[src/rtl/ssig_pkg.sv]
// shared types, constants and the window step decoder of the stencil index generator
// no dependencies
`default_nettype none

package ssig_pkg;

  localparam int COORD_W         = 10;
  localparam int EXT_W           = 11;
  localparam int IDX_W           = 20;
  localparam int PROD_W          = COORD_W + EXT_W;
  localparam int CFG_IDX_W       = 8;
  localparam int MAX_EXTENT_DEF  = 1024;
  localparam int QUEUE_DEPTH_DEF = 2;
  localparam int STEP_W          = 4;

  localparam logic [STEP_W-1:0] LAST_STEP = 4'd8;

  typedef enum logic [CFG_IDX_W-1:0] {
    REG_EXTENT_I = 8'd0,
    REG_EXTENT_J = 8'd1
  } reg_index_t;

  // one classified node as it waits between front and back
  typedef struct packed {
    logic               bad;
    logic               interior;
    logic [COORD_W-1:0] base_i;
    logic               down_i;
    logic [COORD_W-1:0] base_j;
    logic               down_j;
    logic [IDX_W-1:0]   eq;
  } queue_entry_t;

  // offsets into the 3x3 window scan for one step
  typedef struct packed {
    logic [1:0] a;
    logic [1:0] b;
  } win_pos_t;

  // interior nodes put the centre first and skip it later
  function automatic win_pos_t step_pos(input logic [STEP_W-1:0] k, input logic interior);
    win_pos_t p;
    p = '0;
    if (interior) begin
      unique case (k)
        4'd0:    p = '{a: 2'd1, b: 2'd1};
        4'd1:    p = '{a: 2'd0, b: 2'd0};
        4'd2:    p = '{a: 2'd1, b: 2'd0};
        4'd3:    p = '{a: 2'd2, b: 2'd0};
        4'd4:    p = '{a: 2'd0, b: 2'd1};
        4'd5:    p = '{a: 2'd2, b: 2'd1};
        4'd6:    p = '{a: 2'd0, b: 2'd2};
        4'd7:    p = '{a: 2'd1, b: 2'd2};
        4'd8:    p = '{a: 2'd2, b: 2'd2};
        default: p = '0;
      endcase
    end else begin
      unique case (k)
        4'd0:    p = '{a: 2'd0, b: 2'd0};
        4'd1:    p = '{a: 2'd1, b: 2'd0};
        4'd2:    p = '{a: 2'd2, b: 2'd0};
        4'd3:    p = '{a: 2'd0, b: 2'd1};
        4'd4:    p = '{a: 2'd1, b: 2'd1};
        4'd5:    p = '{a: 2'd2, b: 2'd1};
        4'd6:    p = '{a: 2'd0, b: 2'd2};
        4'd7:    p = '{a: 2'd1, b: 2'd2};
        4'd8:    p = '{a: 2'd2, b: 2'd2};
        default: p = '0;
      endcase
    end
    return p;
  endfunction

endpackage

`default_nettype wire

[src/rtl/ssig_front.sv]
// front end: checks a node against the grid, picks the scan start per axis, forms the row index
// depends on ssig_pkg
`default_nettype none

module ssig_front (
  input  wire logic [ssig_pkg::COORD_W-1:0] node_i,
  input  wire logic [ssig_pkg::COORD_W-1:0] node_j,
  input  wire logic [ssig_pkg::EXT_W-1:0]   extent_i,
  input  wire logic [ssig_pkg::EXT_W-1:0]   extent_j,
  output ssig_pkg::queue_entry_t            entry
);
  import ssig_pkg::*;

  logic              bad;
  logic              int_i;
  logic              int_j;
  logic [PROD_W-1:0] eq_sum;

  always_comb begin
    bad = (extent_i < EXT_W'(3)) || (extent_j < EXT_W'(3)) ||
          ({1'b0, node_i} >= extent_i) || ({1'b0, node_j} >= extent_j);

    entry.bad = bad;

    // axis i: low edge scans up from 0, high edge scans down from the node
    int_i = 1'b0;
    if (node_i == '0) begin
      entry.base_i = '0;
      entry.down_i = 1'b0;
    end else if ({1'b0, node_i} == EXT_W'(extent_i - EXT_W'(1))) begin
      entry.base_i = node_i;
      entry.down_i = 1'b1;
    end else begin
      entry.base_i = node_i - COORD_W'(1);
      entry.down_i = 1'b0;
      int_i        = 1'b1;
    end

    int_j = 1'b0;
    if (node_j == '0) begin
      entry.base_j = '0;
      entry.down_j = 1'b0;
    end else if ({1'b0, node_j} == EXT_W'(extent_j - EXT_W'(1))) begin
      entry.base_j = node_j;
      entry.down_j = 1'b1;
    end else begin
      entry.base_j = node_j - COORD_W'(1);
      entry.down_j = 1'b0;
      int_j        = 1'b1;
    end

    entry.interior = int_i && int_j;

    eq_sum   = PROD_W'(node_i) * PROD_W'(extent_j) + PROD_W'(node_j);
    entry.eq = bad ? '0 : eq_sum[IDX_W-1:0];
  end

endmodule

`default_nettype wire

[src/rtl/ssig_queue.sv]
// short flop queue of classified nodes between front and back
// depends on ssig_pkg
`default_nettype none

module ssig_queue #(
  parameter int DEPTH = ssig_pkg::QUEUE_DEPTH_DEF
) (
  input  wire logic                  clk,
  input  wire logic                  rst,
  input  wire logic                  push,
  input  wire ssig_pkg::queue_entry_t push_data,
  output logic                       full,
  input  wire logic                  pop,
  output logic                       head_valid,
  output ssig_pkg::queue_entry_t     head
);
  import ssig_pkg::*;

  localparam int PTR_W = (DEPTH > 1) ? $clog2(DEPTH) : 1;
  localparam int CNT_W = $clog2(DEPTH + 1);

  queue_entry_t       store [DEPTH];
  logic [PTR_W-1:0]   wr_ptr;
  logic [PTR_W-1:0]   rd_ptr;
  logic [CNT_W-1:0]   count;
  logic               do_push;
  logic               do_pop;

  assign full       = (count == CNT_W'(DEPTH));
  assign head_valid = (count != '0);
  assign head       = store[rd_ptr];
  assign do_push    = push && !full;
  assign do_pop     = pop && head_valid;

  always_ff @(posedge clk) begin
    if (do_push) begin
      store[wr_ptr] <= push_data;
    end
  end

  always_ff @(posedge clk) begin
    if (rst) begin
      wr_ptr <= '0;
      rd_ptr <= '0;
      count  <= '0;
    end else begin
      if (do_push) begin
        wr_ptr <= (wr_ptr == PTR_W'(DEPTH - 1)) ? '0 : wr_ptr + PTR_W'(1);
      end
      if (do_pop) begin
        rd_ptr <= (rd_ptr == PTR_W'(DEPTH - 1)) ? '0 : rd_ptr + PTR_W'(1);
      end
      if (do_push && !do_pop) begin
        count <= count + CNT_W'(1);
      end else if (do_pop && !do_push) begin
        count <= count - CNT_W'(1);
      end
    end
  end

  a_count_range: assert property (@(posedge clk) disable iff (rst)
    count <= CNT_W'(DEPTH))
    else $error("queue count beyond depth");

  a_full_push_blocked: assert property (@(posedge clk) disable iff (rst)
    (full && !do_pop) |=> full)
    else $error("full queue lost an entry without a pop");

  a_empty_stays: assert property (@(posedge clk) disable iff (rst)
    (!head_valid && !push) |=> !head_valid)
    else $error("queue filled without a push");

endmodule

`default_nettype wire

[src/rtl/ssig_back.sv]
// back end: steps through the window of the head node and forms one index pair per cycle while pair_stall is low
// depends on ssig_pkg
`default_nettype none

module ssig_back (
  input  wire logic                       clk,
  input  wire logic                       rst,
  input  wire logic [ssig_pkg::EXT_W-1:0] extent_j,
  input  wire logic                       head_valid,
  input  wire ssig_pkg::queue_entry_t     head,
  output logic                            pop,
  output logic                            pair_valid,
  input  wire logic                       pair_stall,
  output logic [ssig_pkg::IDX_W-1:0]      eq_index,
  output logic [ssig_pkg::IDX_W-1:0]      var_index,
  output logic                            last_of_node,
  output logic                            bad_node
);
  import ssig_pkg::*;

  logic                en;
  logic                issue;
  logic                last_step;
  logic [STEP_W-1:0]   k;
  win_pos_t            pos;
  logic [COORD_W-1:0]  coord_i;
  logic [COORD_W-1:0]  coord_j;
  logic [PROD_W-1:0]   lin;

  // coordinate stage
  logic                a_valid;
  logic [COORD_W-1:0]  a_i;
  logic [COORD_W-1:0]  a_j;
  logic [IDX_W-1:0]    a_eq;
  logic                a_last;
  logic                a_bad;

  assign en        = !pair_valid || !pair_stall;
  assign issue     = en && head_valid;
  assign last_step = head.bad || (k == LAST_STEP);
  assign pop       = issue && last_step;

  always_comb begin
    pos     = step_pos(k, head.interior);
    coord_i = head.down_i ? head.base_i - COORD_W'(pos.a) : head.base_i + COORD_W'(pos.a);
    coord_j = head.down_j ? head.base_j - COORD_W'(pos.b) : head.base_j + COORD_W'(pos.b);
    lin     = PROD_W'(a_i) * PROD_W'(extent_j) + PROD_W'(a_j);
  end

  always_ff @(posedge clk) begin
    if (rst) begin
      k          <= '0;
      a_valid    <= 1'b0;
      pair_valid <= 1'b0;
    end else begin
      if (issue) begin
        k <= last_step ? '0 : k + STEP_W'(1);
      end
      if (en) begin
        a_valid    <= issue;
        pair_valid <= a_valid;
      end
    end
  end

  always_ff @(posedge clk) begin
    if (issue) begin
      a_i    <= coord_i;
      a_j    <= coord_j;
      a_eq   <= head.eq;
      a_last <= last_step;
      a_bad  <= head.bad;
    end
    if (en && a_valid) begin
      eq_index     <= a_eq;
      var_index    <= a_bad ? '0 : lin[IDX_W-1:0];
      last_of_node <= a_last;
      bad_node     <= a_bad;
    end
  end

  a_step_range: assert property (@(posedge clk) disable iff (rst)
    k <= LAST_STEP)
    else $error("window step counter out of range");

  a_pop_restarts: assert property (@(posedge clk) disable iff (rst)
    pop |=> (k == '0))
    else $error("step counter not restarted after the last pair");

  a_bad_result: assert property (@(posedge clk) disable iff (rst)
    (pair_valid && bad_node) |-> (last_of_node && eq_index == '0 && var_index == '0))
    else $error("error result not marked last or indices not zero");

endmodule

`default_nettype wire

[src/rtl/stencil_sparsity_index_generator.sv]
// top level of the nine-point stencil index generator: extent registers, front, queue, back
// depends on ssig_pkg, ssig_front, ssig_queue, ssig_back
`default_nettype none

// For each grid node (node_i, node_j) taken on the node channel the block sends nine
// (eq_index, var_index) pairs on the pair channel, last_of_node marking the ninth; a node
// outside the grid, or any extent below 3, gives a single pair with bad_node and
// last_of_node set and both indices zero. The sustained rate is set by the back end,
// whose one index multiplier produces one pair per cycle while pair_stall is low. The
// first pair of a node passes the queue, the coordinate stage and the pair register.
// The front end classifies a node in the cycle it arrives and parks it in a QUEUE_DEPTH
// entry queue, so new nodes are taken while earlier pairs still drain. Extents are written
// through the cfg port (index 0 extent_i, index 1 extent_j, other indices ignored), values
// above MAX_EXTENT saturate; write them only while no node is in flight.
module stencil_sparsity_index_generator #(
  parameter int QUEUE_DEPTH = ssig_pkg::QUEUE_DEPTH_DEF
) (
  input  wire logic                           clk,
  input  wire logic                           rst,
  input  wire logic                           cfg_valid,
  output logic                                cfg_ready,
  input  wire logic [ssig_pkg::CFG_IDX_W-1:0] cfg_index,
  input  wire logic [ssig_pkg::EXT_W-1:0]     cfg_data,
  input  wire logic                           node_valid,
  output logic                                node_stall,
  input  wire logic [ssig_pkg::COORD_W-1:0]   node_i,
  input  wire logic [ssig_pkg::COORD_W-1:0]   node_j,
  output logic                                pair_valid,
  input  wire logic                           pair_stall,
  output logic [ssig_pkg::IDX_W-1:0]          eq_index,
  output logic [ssig_pkg::IDX_W-1:0]          var_index,
  output logic                                last_of_node,
  output logic                                bad_node
);
  import ssig_pkg::*;

  localparam int MAX_EXTENT   = MAX_EXTENT_DEF;
  localparam int EXT_MAX_CODE = (1 << EXT_W) - 1;
  localparam logic [EXT_W-1:0] EXT_SAT =
    EXT_W'((MAX_EXTENT > EXT_MAX_CODE) ? EXT_MAX_CODE : MAX_EXTENT);

  logic [EXT_W-1:0] extent_i;
  logic [EXT_W-1:0] extent_j;
  logic [EXT_W-1:0] cfg_sat;
  queue_entry_t     front_entry;
  queue_entry_t     head;
  logic             head_valid;
  logic             queue_full;
  logic             pop;

  assign cfg_ready  = 1'b1;
  assign cfg_sat    = (cfg_data > EXT_SAT) ? EXT_SAT : cfg_data;
  assign node_stall = queue_full;

  always_ff @(posedge clk) begin
    if (rst) begin
      extent_i <= EXT_W'(3);
      extent_j <= EXT_W'(3);
    end else if (cfg_valid && cfg_ready) begin
      case (cfg_index)
        REG_EXTENT_I: extent_i <= cfg_sat;
        REG_EXTENT_J: extent_j <= cfg_sat;
        default: ;
      endcase
    end
  end

  ssig_front u_front (
    .node_i   (node_i),
    .node_j   (node_j),
    .extent_i (extent_i),
    .extent_j (extent_j),
    .entry    (front_entry)
  );

  ssig_queue #(
    .DEPTH (QUEUE_DEPTH)
  ) u_queue (
    .clk        (clk),
    .rst        (rst),
    .push       (node_valid && !node_stall),
    .push_data  (front_entry),
    .full       (queue_full),
    .pop        (pop),
    .head_valid (head_valid),
    .head       (head)
  );

  ssig_back u_back (
    .clk          (clk),
    .rst          (rst),
    .extent_j     (extent_j),
    .head_valid   (head_valid),
    .head         (head),
    .pop          (pop),
    .pair_valid   (pair_valid),
    .pair_stall   (pair_stall),
    .eq_index     (eq_index),
    .var_index    (var_index),
    .last_of_node (last_of_node),
    .bad_node     (bad_node)
  );

endmodule

`default_nettype wire
[config.mk]
export PLATFORM = sky130hd
export DESIGN_NAME = stencil_sparsity_index_generator
export DESIGN_NICKNAME = d
export VERILOG_FILES = /design/src/rtl/ssig_pkg.sv /design/src/rtl/ssig_front.sv /design/src/rtl/ssig_queue.sv /design/src/rtl/ssig_back.sv /design/src/rtl/stencil_sparsity_index_generator.sv
export SDC_FILE = /design/constraint.sdc
export NUM_CORES = 1
export LEC_CHECK = 0
export ABC_AREA = 1
export BUFFER_PORTS_ARGS = -buffer_cell sky130_fd_sc_hd__buf_2
export CAP_MARGIN = 30
export CORE_ASPECT_RATIO = 1.25
export CORE_MARGIN = 3
export CORE_UTILIZATION = 50
export CTS_CLUSTER_DIAMETER = 30
export DETAILED_ROUTE_END_ITERATION = 12
export GPL_ROUTABILITY_DRIVEN = 0
export GPL_TIMING_DRIVEN = 1
export PLACE_DENSITY = 0.77
export SKIP_LAST_GASP = 1
export SYNTH_ARGS = -nofsm -noshare
export SYNTH_HDL_FRONTEND = slang
export SYNTH_SLANG_ARGS = --single-unit
export TNS_END_PERCENT = 5
[constraint.sdc]
create_clock -name clk -period 6.7 [get_ports clk]
set_input_delay 0.67 -clock clk [delete_from_list [all_inputs] [get_ports clk]]
set_output_delay 0.67 -clock clk [all_outputs]
set_load 0.1 [all_outputs]
==> results of run 1 <==
==> Yosys cell counts, types with 5 or more instances <==
master and number:
nand2_1 583, inv_1 437, edfxtp_1 172, ha_1 165, fa_1 160, nor2_1 148, a21oi_1 100, nand3_1 67
o21ai_0 67, clkbuf_1 58, xor2_1 44, dfxtp_1 40, nand4_1 36, xnor2_1 26, nor3_1 16, buf_2 11
nand2_2 11, nor2_2 11, nand3b_1 9, a21o_1 8, nor4_1 8, nor2_4 7, a211oi_1 5, buf_1 5
==> routing by layer <==
metal / vias to the layer above / global-route usage [%] / part of all wire [%]
met1: 7129 / 25.0 / 39
met3: 128 / 3.86 / 6.8
met2: 557 / 38.8 / 50
li1: 7157 / - / -
met5: - / 0 / 0
met4: 0 / 9.74 / 4.1
==> critical path, delay by kind of cell, from the launching register on <==
kind / cells / cell delay [ps]
adder cells (fa/ha/maj): 6 / 2930
AND/OR/NAND/NOR: 6 / 1080
flip-flops: 1 / 990
buffers and inverters: 5 / 240
XOR/XNOR: 1 / 160
==> kinds of logic after synthesis <==
| family | share of synthesized area [%] |
|---|---|
| adders and majority gates | 28.0 |
| other | 0.0199 |
| muxes | 0.213 |
| AOI/OAI and AO/OA | 5.72 |
| DFF | 31.7 |
| buffers and inverters | 10.5 |
| and+or+nand+nor | 20.5 |
| xor gates and xnor gates | 3.34 |
==> registers in the layout (all words and copies together) (netlist names), named ones only <==
name / flops
u_back.pair_valid: 1
u_back.var_index: 20
u_back.last_of_node: 1
u_back.a_j: 10
u_back.k: 4
u_back.a_last: 1
u_queue.store: 88
u_back.a_valid: 1
u_back.a_i: 10
u_queue.count: 2
u_back.a_eq: 20
u_back.a_bad: 1
u_queue.rd_ptr: 1
extent_j: 11
u_queue.wr_ptr: 1
u_back.eq_index: 20
u_back.bad_node: 1
extent_i: 11
==> power breakdown <==
part | internal, mW | switching (mW)
clock network | 1.33 | 0.711
registers | 2.01 | 0.205
logic | 1.46 | 3.17
total | 4.79 | 4.09
==> path summary, 6_finish.rpt <==
kind,start,endpoint,slack (ps),cells after the start
max reg2reg,extent_j[6]$_SDFFE_PP0P_,u_queue.store[0][19]$_DFFE_PP_,1030,18
max,extent_j[6]$_SDFFE_PP0P_,u_queue.store[0][19]$_DFFE_PP_,1030,18
min,u_back.a_eq[5]$_DFFE_PP_,u_back.eq_index[5]$_DFFE_PP_,420,0
min reg2reg,u_back.a_eq[5]$_DFFE_PP_,u_back.eq_index[5]$_DFFE_PP_,420,0
==> layout make-up <==
type	count	area share (%)
inverters	439	7.81
flip-flops and latches	212	28.3
well taps	480	2.85
clock buffers	42	4.82
multi-input cells	1510	51.6
clock inverters	29	1.80
repair buffers	106	2.83
==> out/metrics.yaml, run 1 <==
status: "complete, no violations"
drc_errors: 0
layoutNonFillerInstCount: 2818
fill_cells: 3163
dpl.hpwl_um: 33400
synth_ff_type: "edfxtp_1"
area_growth_pct: 12.2
fp.coreArea_um2: 36700
dpl-instance-area_um2: 19700
wl_per_cell_um: 15.3
design_area_um2: 21100
h-tree-depth: 2
critPathCaptureType: "flip-flop"
start_kind: "flip-flop"
synth_top_area_share_pct: 27.4
cp.arrival_ps: 5940
cts-buffers-inserted: 39
place_ws_ps: 1200
cts_setup_buffers: 0
die_y_um: 223
gr-total-overflow: 0
syn-num-nets: 2608
netlist_area_um2: 18800
viasPerCell: 5.31
ys_types: 45
die_area_um2: 40000
fmax_mhz: 176
maxCapViolCount: 0
initial_utilization_pct: 51.3
placementRows: 78
clk_path_buf_depth: 3
port-buffer-count: 87
leakage_nw: 10.9
antenna_found_initial: 0
root_buffer: "clkbuf_16"
holdBufCountCts: 0
crit_path_max_fanout: 24
wirelength_um: 43000
multi_input_area_um2: 10900
path_clk_slew_ps: 50
cts_tree: "done"
rsz0062_at_grt: "false"
irDropWorstVdd_mv: 0.370
layout-drive-gt1-share_pct: 9.32
grt_first_pass_wirelength_um: 72000
grt_use_total_pct: 21.6
dp_cells: 2747
synth-seq-area-share_pct: 31.7
critPathSlowestCell: "dfxtp_1"
synth_area_leaders: "edfxtp_1 27%, fa_1 17%, nand2_1 12%"
power_density_nw_per_um2: 421
diodes: 0
tightest_slew_ps: 1040
ant_nets: 0
die_width_um: 180
finalSetupViolCount: 0
dr.pass1.iters: 6
nets: 2677
fin_tns_setup_ps: 0
vias: 15000
post_cts_resize_count: 0
synthArstFlopShare_pct: 0
min_period_ps: 5670
drtIter0Drc: 945
power.total_mw: 8.88
ys_ff_latch: 212
fin_skew_ps: 20.4
clock-sinks: 212
slew-limit-headroom_pct: 30.5
drv_slew: 0
mostFrequentLayoutCell: "nand2_1"
synth_cells: 2239
seqCellArea_um2: 5970
ys_warn_count: 0
grt_max_degree: 48
synth.largest_area_cell: "edfxtp_1"
synth_edf_count: 172
hold_viol: 0
fin_util_pct: 57.5
cpPeakStageDelay_ps: 990
setup_ws_ps: 1030
grt_pass1_vias: 15500
final_cell_mix: "583 x nand2_1, 436 x inv_1, 172 x edfxtp_1, 165 x ha_1, 160 x fa_1"
timing.hold.ws_ps: 416
path_class: "reg -> reg"
io_pins: 89
syn_area_per_cell_um2: 8.41
period_share_pct: 84.7
crit_chain: "nand2_1 -> fa_1 -> inv_1 -> fa_1 -> inv_1 -> fa_1 -> inv_1 -> fa_1 -> inv_1 -> fa_1 -> inv_1 -> ha_1 -> nand2_1 -> nor4_1 -> nand3_1 -> nand3_1 -> xor2_1 -> nor2_1"
worst_ep_required_time_ps: 6970
min_path_type: "reg -> reg"
clkLatencyLatePin_ps: 540
(Power assumes the default switching activity.)
==> inputs of run 2 (changes only) <==
- ABC_AREA: 1 -> 0
- PLACE_DENSITY: 0.77 -> 0.8
- clock period: 6.7 -> 4.73 ns (I/O delays scaled with it)
==> out/metrics.yaml, run 2 <==
clock-sinks: 212  # unchanged
design_area_um2: 21800  # +3.3%
fill_cells: 2669  # -16%
die_area_um2: 38000  # -5.0%
largest_register_ffs: 88  # unchanged
violations: "negative setup slack"
layout-drive-gt1-share_pct: 23.1  # +14 points
clkLatencyLatePin_ps: 550  # about the same
initial_utilization_pct: 51.3  # about the same
min_period_ps: 5140  # -533 ps
crit_path_max_fanout: 4  # -83%
power.total_mw: 12.9  # +45%
ys_warn_count: 0  # unchanged
leakage_nw: 10.1  # -7.8%
synth-xor-area-share_pct: 3.87  # +0.53 points
io_pins: 89  # unchanged
cts_tree: "done"
drtIter0Drc: 810  # -14%
synth-simple-area-share_pct: 14.6  # -5.9 points
cts-buffers-inserted: 41  # +5.1%
irDropWorstVdd_mv: 0.497  # +35%
fin_util_pct: 62.6  # +5.1 points
holdBufCountCts: 0  # unchanged
h-tree-depth: 2  # unchanged
fin_skew_ps: 30.1  # +9.75 ps
ys_ff_latch: 212  # unchanged
mostFrequentLayoutCell: "inv_1"
die_width_um: 175  # -2.5%
period_share_pct: 109  # +24 points
slew-limit-headroom_pct: 29.3  # -1.3 points
path_class: "reg -> reg"
synth_cells: 1738  # -22%
synth.largest_area_cell: "edfxtp_1"
dpl.hpwl_um: 33000  # -1.2%
synth-seq-area-share_pct: 33.4  # +1.7 points
drv_slew: 0  # unchanged
min_path_type: "in -> reg"
crit_chain: "and2_4 -> fa_1 -> fa_1 -> fa_1 -> fa_1 -> inv_2 -> fa_1 -> inv_2 -> ha_4 -> a21o_1 -> a21o_1 -> a21o_1 -> a31oi_1 -> o21ai_2 -> a221oi_2 -> mux2_4"
start_kind: "flip-flop"
cpMostUsedCell: "fa_1"
power_density_nw_per_um2: 593  # +41%
nets: 2346  # -12%
grt_max_degree: 44  # -8.3%
fp.coreArea_um2: 34800  # -5.2%
ys_types: 64  # +42%
final_cell_mix: "259 x inv_1, 172 x buf_4, 172 x edfxtp_1, 158 x ha_1, 155 x fa_1"
placementRows: 76  # -2.6%
tightest_slew_ps: 1050  # +11.5 ps
synthMuxAreaShare_pct: 5.20  # +5.0 points
synth_edf_count: 172  # unchanged
antenna_found_initial: 0  # unchanged
finalSetupViolCount: 31  # +31
grt_use_total_pct: 23.4  # +1.9 points
synth_top_family_by_area: "adder cells"
clk_path_buf_depth: 3  # unchanged
die_y_um: 217  # -2.5%
dr.pass1.iters: 5  # -1
critPathCaptureType: "flip-flop"
vias: 13500  # -9.5%
worst_ep_required_time_ps: 5020  # -1950 ps
path_clk_slew_ps: 60  # about the same
grt_pass1_vias: 14700  # -5.7%
hold_viol: 0  # unchanged
drc_errors: 0  # unchanged
root_buffer: "clkbuf_16"
synth_ff_type: "edfxtp_1"
top_register: "u_queue.store"
diodes: 0  # unchanged
yosysMostFrequentCell: "inv_1"
netlist_area_um2: 17900  # -5.1%
synth_top_area_share_pct: 28.9  # +1.5 points
syn-num-nets: 2107  # -19%
cp.arrival_ps: 5430  # -510 ps
synthAdderAreaFrac_pct: 29.5  # +1.5 points
wl_per_cell_um: 17.8  # +16%
setup_ws_ps: -412  # -1440 ps
ys_top_cells_by_count: "264 x inv_1, 172 x edfxtp_1, 165 x ha_1"
grt_first_pass_wirelength_um: 71400  # -0.81%
status: "finished with violations"
synth_compound_area_share_pct: 6.12  # +0.39 points
wirelength_um: 44000  # +2.3%
viasPerCell: 5.47  # +2.9%
maxCapViolCount: 0  # unchanged
critPathSlowestCell: "fa_1"
syn_area_per_cell_um2: 10.3  # +22%
area_growth_pct: 22.1
ant_nets: 0  # unchanged
cpPeakStageDelay_ps: 570  # -420 ps
rsz0062_at_grt: "true"
synthArstFlopShare_pct: 0  # unchanged
fmax_mhz: 194  # +10%
timing.hold.ws_ps: 318  # -98.0 ps
port-buffer-count: 87  # unchanged
synth_area_leaders: "edfxtp_1 29%, fa_1 18%, ha_1 12%"
dpl-instance-area_um2: 20000  # +1.3%
gr-total-overflow: 0  # unchanged
[run 2: changes by cell type in the layout (fill, tap and decap cells not counted), moves of 52 or more]
cell,before,now
a21oi_1,100,41
inv_1,436,259
nand2_1,583,151
nand3_1,67,15
buf_4,17,172
and2_1,1,92
[run 2: worst paths after layout]
path	cells after the start	to	startpoint	slack (ps)
max	16	u_back.var_index[18]$_SDFFCE_PP0P_	u_back.a_i[6]$_DFFE_PP_	-410
min reg2reg	0	u_back.eq_index[19]$_DFFE_PP_	u_back.a_eq[19]$_DFFE_PP_	420
max reg2reg	16	u_back.var_index[18]$_SDFFCE_PP0P_	u_back.a_i[6]$_DFFE_PP_	-410
min	3	u_back.pair_valid$_SDFFE_PP0N_	pair_stall	320
[run 2: logic make-up after synthesis]
logic type               after synthesis
AND/OR/NAND/NOR                      520
buffers and inverters                342
adder cells (fa/ha/maj)              325
flip-flops                           212
AO/OA/AOI/OAI                        173
multiplexers                          86
XOR/XNOR                              79
other                                  1
[run 2: per-stage QoR]
stage               setup slack [ps]  setup TNS, ps  std cells
finish                          -412          -8560       2478
global route                    -573         -16100       2478
CTS                             -359          -8560       2475
detailed placement              -725         -15970       2377
global placement                -699         -13550       2375
floorplan                       -376          -6520       1738
[run 2: cell type report]
class                   instances  area (um^2)  area share [%]
clock inverters                32          397            1.82
multi-input cells            1184        10800            49.7
inverters                     265          995            4.56
well taps                     468          586            2.69
flip-flops and latches        212         5990            27.5
clock buffers                  44         1060            4.86
repair buffers                273         1940            8.88
[run 2: worst max-delay path, delay by kind of cell (launching register included)]
kind | cells | cell delay [ps]
AOI/OAI and AO/OA | 6 | 1080
adders and majority gates | 6 | 2760
buffers and inverters | 2 | 80
DFF | 1 | 460
muxes | 1 | 320
and+or+nand+nor | 1 | 180
[run 2: repair_timing]
item,CTS,global route
resized for setup,49,6
pin swaps,40,3
setup buffers,22,3
setup endpoints to repair,36,38
endpoints found under the hold margin,0,0
[run 2: power by group]
part | leakage, nW | internal, mW | total [mW] | switching, mW
clock | 0.707 | 1.95 | 3.01 | 1.06
combinational | 7.41 | 2.90 | 6.95 | 4.05
sequential | 1.95 | 2.76 | 2.96 | 0.203
[run 2: layer usage]
metal	part of all wire [%]	global-route usage [%]
met3	6.2	4.00
met1	37	26.0
met2	52	43.1
met4	5.4	11.7
met5	0	0
==> inputs of run 3 (changes only) <==
- SKIP_LAST_GASP: 1 -> unset
==> out/metrics.yaml, run 3 (synthesis results as in run 2) <==
antenna_found_initial: 0  # unchanged
h-tree-depth: 2  # unchanged
clock_power_share_pct: 23.1  # -0.2 points
layout-drive-gt1-share_pct: 24.4  # +1.3 points
clk_path_buf_depth: 3  # unchanged
clock-sinks: 212  # unchanged
cp.arrival_ps: 5430  # about the same
placementRows: 76  # unchanged
die_y_um: 217  # unchanged
fp.coreArea_um2: 34800  # unchanged
comb_power_share_pct: 54.3  # +0.5 points
mostFrequentLayoutCell: "inv_1"
min_path_type: "in -> reg"
power_density_nw_per_um2: 595  # +0.44%
ant_nets: 0  # unchanged
cpPeakStageDelay_ps: 570  # about the same
period_share_pct: 109  # about the same
p_sw_mw: 5.40  # +1.5%
wl_per_cell_um: 17.9  # +1.1%
p_seq_share_pct: 22.7  # -0.2 points
grt_use_total_pct: 23.5  # +0.040 points
gr-total-overflow: 0  # unchanged
leakage_nw: 10.1  # +0.33%
initial_utilization_pct: 51.3  # unchanged
cts_tree: "done"
crit_chain: "and2_4 -> fa_1 -> fa_1 -> fa_1 -> fa_1 -> inv_2 -> fa_1 -> inv_2 -> ha_4 -> a21o_1 -> a21o_1 -> a21o_1 -> a31oi_1 -> o21ai_2 -> a221oi_2 -> mux2_4"
root_buffer: "clkbuf_16"
drtIter0Drc: 846  # +4.4%
vias: 13600  # +0.26%
drc_errors: 0  # unchanged
hold_viol: 0  # unchanged
clkLatencyLatePin_ps: 550  # about the same
drv_slew: 0  # unchanged
grt_max_degree: 44  # unchanged
path_clk_slew_ps: 60  # about the same
rsz0062_at_grt: "true"
viasPerCell: 5.48  # +0.26%
place_ws_ps: -725  # unchanged
crit_path_max_fanout: 4  # unchanged
nets: 2346  # unchanged
irDropWorstVdd_mv: 0.532  # +6.9%
dr.pass1.iters: 8  # +3
worst_ep_required_time_ps: 5020  # about the same
critPathCaptureType: "flip-flop"
internal-power_mw: 7.66  # +0.69%
fin_skew_ps: 31.0  # +0.837 ps
violations: "negative setup slack"
start_kind: "flip-flop"
largest_register_ffs: 88  # unchanged
die_width_um: 175  # unchanged
port-buffer-count: 87  # unchanged
final_cell_mix: "255 x inv_1, 172 x edfxtp_1, 171 x buf_4, 156 x ha_1, 155 x fa_1"
fin_util_pct: 63.0  # +0.37 points
min_period_ps: 5140  # +1.39 ps
setup_ws_ps: -413  # -1.39 ps
wirelength_um: 44500  # +1.1%
die_area_um2: 38000  # unchanged
slew-limit-headroom_pct: 31.7  # +2.5 points
finalSetupViolCount: 31  # unchanged
maxCapViolCount: 0  # unchanged
status: "finished with violations"
grt_first_pass_wirelength_um: 71500  # +0.15%
critPathSlowestCell: "fa_1"
fmax_mhz: 194  # about the same
grt_pass1_vias: 14700  # +0.20%
path_class: "reg -> reg"
cts-buffers-inserted: 41  # unchanged
io_pins: 89  # unchanged
switching_share_pct: 41.3  # +0.20 points
top_register: "u_queue.store"
diodes: 0  # unchanged
holdBufCountCts: 0  # unchanged
dpl.hpwl_um: 33000  # unchanged
cpMostUsedCell: "fa_1"
area_growth_pct: 22.8
tightest_slew_ps: 1020  # -36.8 ps
## run 3: cell counts in the layout (fill, tap and decap cells not counted)
Identical to the previous run, type by type.
## run 3: metal layers
layer | vias up | GRT usage [%] | routed length (um)
li1 | 6237 | - | -
met1 | 6645 | 26.0 | 16500
met2 | 540 | 43.3 | 23000
met3 | 162 | 3.94 | 2650
met4 | 0 | 11.7 | 2300
met5 | - | 0 | 0
## run 3: what timing repair did
item | CTS | global route
setup buffers | 22 | 3
resized for setup | 66 | 30
gates cloned | 0 | 0
pin swaps | 55 | 18
setup endpoints to repair | 36 | 38
## run 3: layout make-up
| class | instances | area (um^2) |
|---|---|---|
| multi-input combinational | 1184 | 11000 |
| tap | 468 | 586 |
| fill | 2628 | 12900 |
| timing repair buffer | 273 | 1940 |
| sequential | 212 | 5990 |
| clock buffer | 44 | 1060 |
| clock inverter | 32 | 397 |
| inverter | 265 | 995 |
## run 3: worst paths after layout
path                        startpoint                                 end  slack, ps  cells past startpoint
max            u_back.a_i[6]$_DFFE_PP_  u_back.var_index[18]$_SDFFCE_PP0P_       -410                     16
min                         pair_stall      u_back.pair_valid$_SDFFE_PP0N_        320                      3
max reg2reg    u_back.a_i[6]$_DFFE_PP_  u_back.var_index[18]$_SDFFCE_PP0P_       -410                     16
min reg2reg  u_back.a_eq[19]$_DFFE_PP_       u_back.eq_index[19]$_DFFE_PP_        420                      0
## run 3: power groups by stage
| stage | Combinational [mW] | Clock (mW) | Sequential [mW] |
|---|---|---|---|
| after detailed placement | 6.73 | 0 | 2.99 |
| after global placement | 6.49 | 0 | 2.98 |
| final | 7.08 | 3.01 | 2.96 |
| after global routing | 7.89 | 3.15 | 3.00 |
| after CTS | 7.01 | 3.06 | 2.96 |
| after floorplan | 3.91 | 0 | 3.77 |
## run 3: critical path, delay by kind of cell (launching register included)
family	cells	cell delay [ps]
compound gates	6	1080
simple gates	1	180
mux	1	320
flops	1	460
fa+ha+maj	6	2760
buf+inv	2	80
## run 3: per-stage QoR
step	instance area, um^2	total power [mW]	instances	TNS (ps)	hold WS, ps
floorplan	18100	7.69	1738	-6520	400
global placement	19900	9.47	2375	-13550	404
detailed placement	20000	9.72	2377	-15970	405
CTS	21800	13.0	2475	-7050	303
global route	21900	14.0	2478	-11440	366
finish	21900	13.1	2478	-6390	318
